## src/indexed_list_engine_defines.svh

```systemverilog
// Assertion helpers for the indexed list engine.
`ifndef INDEXED_LIST_ENGINE_DEFINES_SVH
`define INDEXED_LIST_ENGINE_DEFINES_SVH

// Same-cycle implication, sampled on clock, off while reset is high.
`define ILE_ASSERT_IMP(lbl, ante, cons, msg) \
   lbl: assert property (@(posedge clock) disable iff (reset) (ante) |-> (cons)) \
      else $error(msg);

// Next-cycle implication, sampled on clock, off while reset is high.
`define ILE_ASSERT_NXT(lbl, ante, cons, msg) \
   lbl: assert property (@(posedge clock) disable iff (reset) (ante) |=> (cons)) \
      else $error(msg);

`endif

```

## src/ile_pkg.sv

```systemverilog
`timescale 1ns / 1ps

package ile_pkg;

   localparam int ILE_CAPACITY      = 256;
   localparam int ILE_ELEMENT_BITS  = 32;

   // fixed port widths
   localparam int OPCODE_BITS       = 3;
   localparam int POSITION_BITS     = 9;
   localparam int ELEMENT_PORT_BITS = 32;
   localparam int STATUS_BITS       = 2;
   localparam int FOUND_POS_BITS    = 8;
   localparam int COUNT_PORT_BITS   = 9;

   typedef enum logic [OPCODE_BITS-1:0] {
      OP_APPEND = 3'd0,
      OP_INSERT = 3'd1,
      OP_GET    = 3'd2,
      OP_SET    = 3'd3,
      OP_REMOVE = 3'd4,
      OP_SEARCH = 3'd5,
      OP_CLEAR  = 3'd6
   } op_type;

   typedef enum logic [STATUS_BITS-1:0] {
      ST_OK    = 2'd0,
      ST_RANGE = 2'd1,
      ST_FULL  = 2'd2
   } status_type;

   typedef enum logic [3:0] {
      S_IDLE,
      S_DISPATCH,
      S_INS_SHIFT,
      S_INS_PUT,
      S_GET_WAIT,
      S_REM_READ,
      S_REM_SHIFT,
      S_SEARCH,
      S_FINISH
   } state_type;

   typedef enum logic [2:0] {
      RA_ZERO,
      RA_POS,
      RA_POS_UP,
      RA_COUNT_DOWN,
      RA_IDX_UP,
      RA_IDX_DOWN
   } ra_sel_type;

   typedef enum logic [1:0] {
      WA_COUNT,
      WA_POS,
      WA_IDX_UP,
      WA_IDX_DOWN
   } wa_sel_type;

   typedef enum logic {
      WD_ELEMENT,
      WD_READ
   } wd_sel_type;

   typedef enum logic [1:0] {
      CNT_HOLD,
      CNT_INC,
      CNT_DEC,
      CNT_CLEAR
   } cnt_op_type;

   typedef struct packed {
      logic       req_ready;
      logic       load_req;
      logic       set_status;
      status_type status;
      logic       cap_read;
      logic       cap_found;
      logic       mem_wr;
      wa_sel_type wa_sel;
      wd_sel_type wd_sel;
      logic       mem_rd;
      ra_sel_type ra_sel;
      cnt_op_type cnt_op;
      logic       out_load;
   } ctrl_cmd_type;

   typedef struct packed {
      op_type opcode;
      logic   pos_gt_count;
      logic   pos_ge_count;
      logic   pos_next_lt_count;
      logic   idx_next_lt_count;
      logic   idx_is_pos;
      logic   full;
      logic   count_zero;
      logic   match;
      logic   out_free;
   } dp_status_type;

endpackage

```

## src/ile_ctrl.sv

```systemverilog
`timescale 1ns / 1ps

module ile_ctrl import ile_pkg::*; (
   input  logic          clock,
   input  logic          reset,
   input  logic          req_valid,
   input  dp_status_type st,
   output ctrl_cmd_type  cmd
);

   state_type state_ff, state_in;

   always_ff @(posedge clock) begin
      if (reset) begin
         state_ff <= S_IDLE;
      end else begin
         state_ff <= state_in;
      end
   end

   always_comb begin
      cmd      = '0;
      state_in = state_ff;
      unique case (state_ff)
         S_IDLE: begin
            cmd.req_ready = 1'b1;
            if (req_valid) begin
               cmd.load_req = 1'b1;
               state_in     = S_DISPATCH;
            end
         end
         S_DISPATCH: begin
            state_in = S_FINISH;
            unique case (st.opcode)
               OP_APPEND: begin
                  if (st.full) begin
                     cmd.set_status = 1'b1;
                     cmd.status     = ST_FULL;
                  end else begin
                     cmd.mem_wr = 1'b1;
                     cmd.wa_sel = WA_COUNT;
                     cmd.wd_sel = WD_ELEMENT;
                     cmd.cnt_op = CNT_INC;
                  end
               end
               OP_INSERT: begin
                  priority if (st.pos_gt_count) begin
                     cmd.set_status = 1'b1;
                     cmd.status     = ST_RANGE;
                  end else if (st.full) begin
                     cmd.set_status = 1'b1;
                     cmd.status     = ST_FULL;
                  end else if (st.pos_ge_count) begin
                     // insert at the tail: nothing to move
                     cmd.mem_wr = 1'b1;
                     cmd.wa_sel = WA_POS;
                     cmd.wd_sel = WD_ELEMENT;
                     cmd.cnt_op = CNT_INC;
                  end else begin
                     cmd.mem_rd = 1'b1;
                     cmd.ra_sel = RA_COUNT_DOWN;
                     state_in   = S_INS_SHIFT;
                  end
               end
               OP_GET: begin
                  if (st.pos_ge_count) begin
                     cmd.set_status = 1'b1;
                     cmd.status     = ST_RANGE;
                  end else begin
                     cmd.mem_rd = 1'b1;
                     cmd.ra_sel = RA_POS;
                     state_in   = S_GET_WAIT;
                  end
               end
               OP_SET: begin
                  if (st.pos_ge_count) begin
                     cmd.set_status = 1'b1;
                     cmd.status     = ST_RANGE;
                  end else begin
                     cmd.mem_wr = 1'b1;
                     cmd.wa_sel = WA_POS;
                     cmd.wd_sel = WD_ELEMENT;
                  end
               end
               OP_REMOVE: begin
                  if (st.pos_ge_count) begin
                     cmd.set_status = 1'b1;
                     cmd.status     = ST_RANGE;
                  end else begin
                     cmd.mem_rd = 1'b1;
                     cmd.ra_sel = RA_POS;
                     state_in   = S_REM_READ;
                  end
               end
               OP_SEARCH: begin
                  if (!st.count_zero) begin
                     cmd.mem_rd = 1'b1;
                     cmd.ra_sel = RA_ZERO;
                     state_in   = S_SEARCH;
                  end
               end
               OP_CLEAR: begin
                  cmd.cnt_op = CNT_CLEAR;
               end
               default: begin
                  // unused opcode: report the count only
               end
            endcase
         end
         S_INS_SHIFT: begin
            cmd.mem_wr = 1'b1;
            cmd.wa_sel = WA_IDX_UP;
            cmd.wd_sel = WD_READ;
            if (st.idx_is_pos) begin
               state_in = S_INS_PUT;
            end else begin
               cmd.mem_rd = 1'b1;
               cmd.ra_sel = RA_IDX_DOWN;
            end
         end
         S_INS_PUT: begin
            cmd.mem_wr = 1'b1;
            cmd.wa_sel = WA_POS;
            cmd.wd_sel = WD_ELEMENT;
            cmd.cnt_op = CNT_INC;
            state_in   = S_FINISH;
         end
         S_GET_WAIT: begin
            cmd.cap_read = 1'b1;
            state_in     = S_FINISH;
         end
         S_REM_READ: begin
            cmd.cap_read = 1'b1;
            if (st.pos_next_lt_count) begin
               cmd.mem_rd = 1'b1;
               cmd.ra_sel = RA_POS_UP;
               state_in   = S_REM_SHIFT;
            end else begin
               cmd.cnt_op = CNT_DEC;
               state_in   = S_FINISH;
            end
         end
         S_REM_SHIFT: begin
            cmd.mem_wr = 1'b1;
            cmd.wa_sel = WA_IDX_DOWN;
            cmd.wd_sel = WD_READ;
            if (st.idx_next_lt_count) begin
               cmd.mem_rd = 1'b1;
               cmd.ra_sel = RA_IDX_UP;
            end else begin
               cmd.cnt_op = CNT_DEC;
               state_in   = S_FINISH;
            end
         end
         S_SEARCH: begin
            priority if (st.match) begin
               cmd.cap_found = 1'b1;
               state_in      = S_FINISH;
            end else if (st.idx_next_lt_count) begin
               cmd.mem_rd = 1'b1;
               cmd.ra_sel = RA_IDX_UP;
            end else begin
               state_in = S_FINISH;
            end
         end
         S_FINISH: begin
            if (st.out_free) begin
               cmd.out_load = 1'b1;
               state_in     = S_IDLE;
            end
         end
         default: begin
            state_in = S_IDLE;
         end
      endcase
   end

endmodule

```

## config.mk

```make
export PLATFORM = sky130hd
export DESIGN_NAME = ile_ctrl
export DESIGN_NICKNAME = d
export VERILOG_FILES = /design/src/indexed_list_engine_defines.svh /design/src/ile_pkg.sv /design/src/ile_ctrl.sv
export SDC_FILE = /design/constraint.sdc
export NUM_CORES = 1
export LEC_CHECK = 0
export BUFFER_PORTS_ARGS = -buffer_cell sky130_fd_sc_hd__clkbuf_2
export CAP_MARGIN = 5
export CELL_PAD_IN_SITES_DETAIL_PLACEMENT = 1
export CELL_PAD_IN_SITES_GLOBAL_PLACEMENT = 2
export CORE_MARGIN = 4
export CORE_UTILIZATION = 23
export CTS_BUF_LIST = sky130_fd_sc_hd__clkbuf_4 sky130_fd_sc_hd__clkbuf_8 sky130_fd_sc_hd__clkbuf_16
export DETAILED_ROUTE_END_ITERATION = 12
export PLACE_DENSITY = 0.9
export SLEW_MARGIN = 20
export SYNTH_ARGS = -nofsm -noshare
export SYNTH_HDL_FRONTEND = slang
export SYNTH_SLANG_ARGS = --single-unit
```

## constraint.sdc

```tcl
create_clock -name clock -period 3.5 [get_ports clock]
set_clock_uncertainty 0.05 [all_clocks]
set_input_delay 0.7 -clock clock [delete_from_list [all_inputs] [get_ports clock]]
set_output_delay 0.7 -clock clock [all_outputs]
set_load 0.005 [all_outputs]
```

==> results.md <==
* Worst Setup SP: st[10]
* Arr. time, crit path at between 2000 and 2500 ps
* Grt ovf at 0
* DRC viols at 0
* P&R area growth vs syn at 29.1%
* RSZ-0062 raised after global routing: false
* Cell leakage power at roughly 0.36 nW
* Synth Instances at between 90 and 100
* Endpoints failing setup at 0
* Largest net degree at the start of global routing at 17
* Remaining antenna violation count after routing at 0
* FF-to-FF path depth at 4
* Crit end category: primary output
* # rows at 18
* Startpoint type of the worst setup path: input pin
* Critical path destination: cmd[8]
* Critical path class: in2out
* Post-DP HPWL at between 1.5 and 2 mm
* Total CTS buffers at 3
* Final setup TNS at 0 ps
* Ys flop type: dfxtp_1
* Layout cells sized above 1 at 0.339
* CP max stage cell: or4b_2
* Worst reg2reg endpoint: state_ff[2]
* Drt pass-1 iters at 4
* TritonCTS clock tree: yes
* Initial antenna violation count at 0
* Global placer's final weighted congestion at 0.816
* Die Area at 0.00362 mm²
* Synth Register Bits at 4
* Syn Nets at about 110
* Ports at 33
* Max_cap viols at 0
* Most used cell, CP: clkbuf_2
* Number of vias per cell at approximately 5.6
* Die width at 60.2 µm
* Slew Limit Fails at 0
* H-tree depth at 1
* DRT iter0 DRCs at 26
* Largest stage delay on the critical path at slightly below 700 ps
* Post-synth cell types at 39
* Post-synthesis sequential area ratio at 0.128
* CP max FO at 13
* Post-CTS sizing at 0
* Data required, critical path at between 2000 and 3000 ps
* Filler Cells Inserted at between 300 and 400
* Worst R2R Start: state_ff[1]
* Routed WL at about 2.3 mm
* Port Buffer Count at 32
* Initial Util at 0.246
* PwrDens at ~240 mW/mm²
* Total Nets Final at roughly 140
* Non-Filler Instances at ~150
* Die height at approximately 60 µm
* # Post-CTS Setup Buffers at 0
* Clock transition at the registers of the reported paths at about 30 ps
* Cell Chain, Critical Path: clkbuf_2, or4b_2, o21ai_0, a31oi_1, o22ai_1, clkbuf_2
* Worst vdd ir at ~120 µV
* Aggregate global-route resource usage at 0.129
* Ys async rst share at 0
* Post-synth EDFFs at 0
* DP Cell Count at approximately 150
* Min-Delay Path Class: in2reg
* Syn Area/Cell at about 6.7 µm²
* Post-Route Utilization at 0.318
* Skew-Pair Late Insertion Delay at 230 ps
* Std-Cell Core Area at approximately 0.0025 mm²
* Largest Register: state_ff
* Hold buffer count at cts at 0
* # diodes at 0
* Mapped Area at between 600 and 700 µm²
* Period utilisation layout at 0.827
* Slew @ Worst Pin at 586 ps
* Slew HR at 0.606
* Max FFs per register at 4
* Tmin final at 2900 ps
* Status: completed
* WL per Instance at 15.1 µm
* Vias at between 800 and 900
* Synth warn at 0
* Largest regs: state_ff x4
* # clock sinks at 4
* Vias in the first global route at between 700 and 800
* Clock Path Buffers at 2
* Final hold violations at 0
* CTS root buf: clkbuf_4
* Fin Hold WS at roughly 600 ps
* Worst R2R Setup Slack at around 1700 ps
* Fmax at about 0.35 GHz
* First-pass GRT wire length at between 3 and 4 mm
Yosys cell counts, types with 2 or more instances:
cell type,n,area (µm²)
or2_2,2,12.5
nand2b_1,4,25.0
clkbuf_1,3,11.3
a21oi_1,10,50.1
inv_1,3,11.3
nor2b_1,3,18.8
nand4_1,3,18.8
nor4_1,3,18.8
dfxtp_1,4,80.1
a2bb2oi_1,2,17.5
nor2_1,10,37.5
or4b_2,2,20.0
o21ai_0,6,30.0
o22ai_1,2,12.5
buf_2,3,15.0
nand2_1,4,15.0
nand3_1,2,10.0
a31oi_1,2,12.5
nor4b_1,3,26.3
nor3_1,4,20.0
cells by family after synthesis:
logic type             count (synthesis)  synth area share
multiplexers                           1            0.0160
XOR/XNOR                               2            0.0279
buffers and inverters                 11            0.0778
AND/OR/NAND/NOR                       46             0.441
flip-flops                             4             0.128
AO/OA/AOI/OAI                         30             0.309
routing by layer:
metal  track usage  part of all wire
met1         0.167              0.45
met2         0.215              0.50
met3        0.0173             0.050
met4        0.0475                 0
met5             0                 0
how the worst min path moves through the flow:
stage / cells past startpoint / endpoint / startpoint / slack [ps]
3_5_place_dp: 2 / state_ff[3] / state_ff[2] / 750
4_1_cts: 2 / state_ff[3] / reset / 600
5_1_grt: 2 / state_ff[3] / reset / 610
3_3_place_gp: 2 / state_ff[3] / state_ff[2] / 730
6_report: 2 / state_ff[3] / reset / 600
2_1_floorplan: 3 / state_ff[0] / state_ff[3] / 570
report_power, final:
group / internal, mW / switching (mW) / total (mW)
combinational: 0.0357 / 0.0435 / 0.0792
sequential: 0.0491 / 0.0107 / 0.0598
clock: 0.0383 / 0.0176 / 0.0559
layout by cell type (no fill, tap or decap), types with 2 or more instances in the layout:
cell type / Yosys / routed
a2bb2oi_1: 2 / 2
or2_2: 2 / 2
dfxtp_1: 4 / 4
nand4_1: 3 / 3
clkbuf_4: 0 / 3
nand2_1: 4 / 4
a31oi_1: 2 / 2
nand3_1: 2 / 2
nor2b_1: 3 / 3
or4b_2: 2 / 2
o22ai_1: 2 / 2
a21oi_1: 10 / 10
clkbuf_2: 0 / 32
inv_1: 3 / 3
o21ai_0: 6 / 6
nand2b_1: 4 / 4
nor2_1: 10 / 10
nor4b_1: 3 / 3
nor3_1: 4 / 4
nor4_1: 3 / 3
final cells by class:
type                    count  area, µm²  share of cell area
well taps                  30       37.5              0.0464
multi-input cells          79        498               0.615
flip-flops and latches      4       80.1              0.0989
repair buffers             32        160               0.198
clock buffers               3       22.5              0.0278
inverters                   3       11.3              0.0139
per-stage QoR:
stage	area (µm²)	total power, mW	worst slack [ps]
finish	810	0.195	604
global route	810	0.212	469
CTS	810	0.196	615
detailed placement	787	0.139	616
global placement	787	0.138	657
floorplan	627	0.109	1000
critical path, delay by kind of cell:
kind            cells  cell delay [ps]
buf+inv             2              340
simple gates        1              690
compound gates      3              410
No activity file was read; power rests on OpenSTA's default activity.
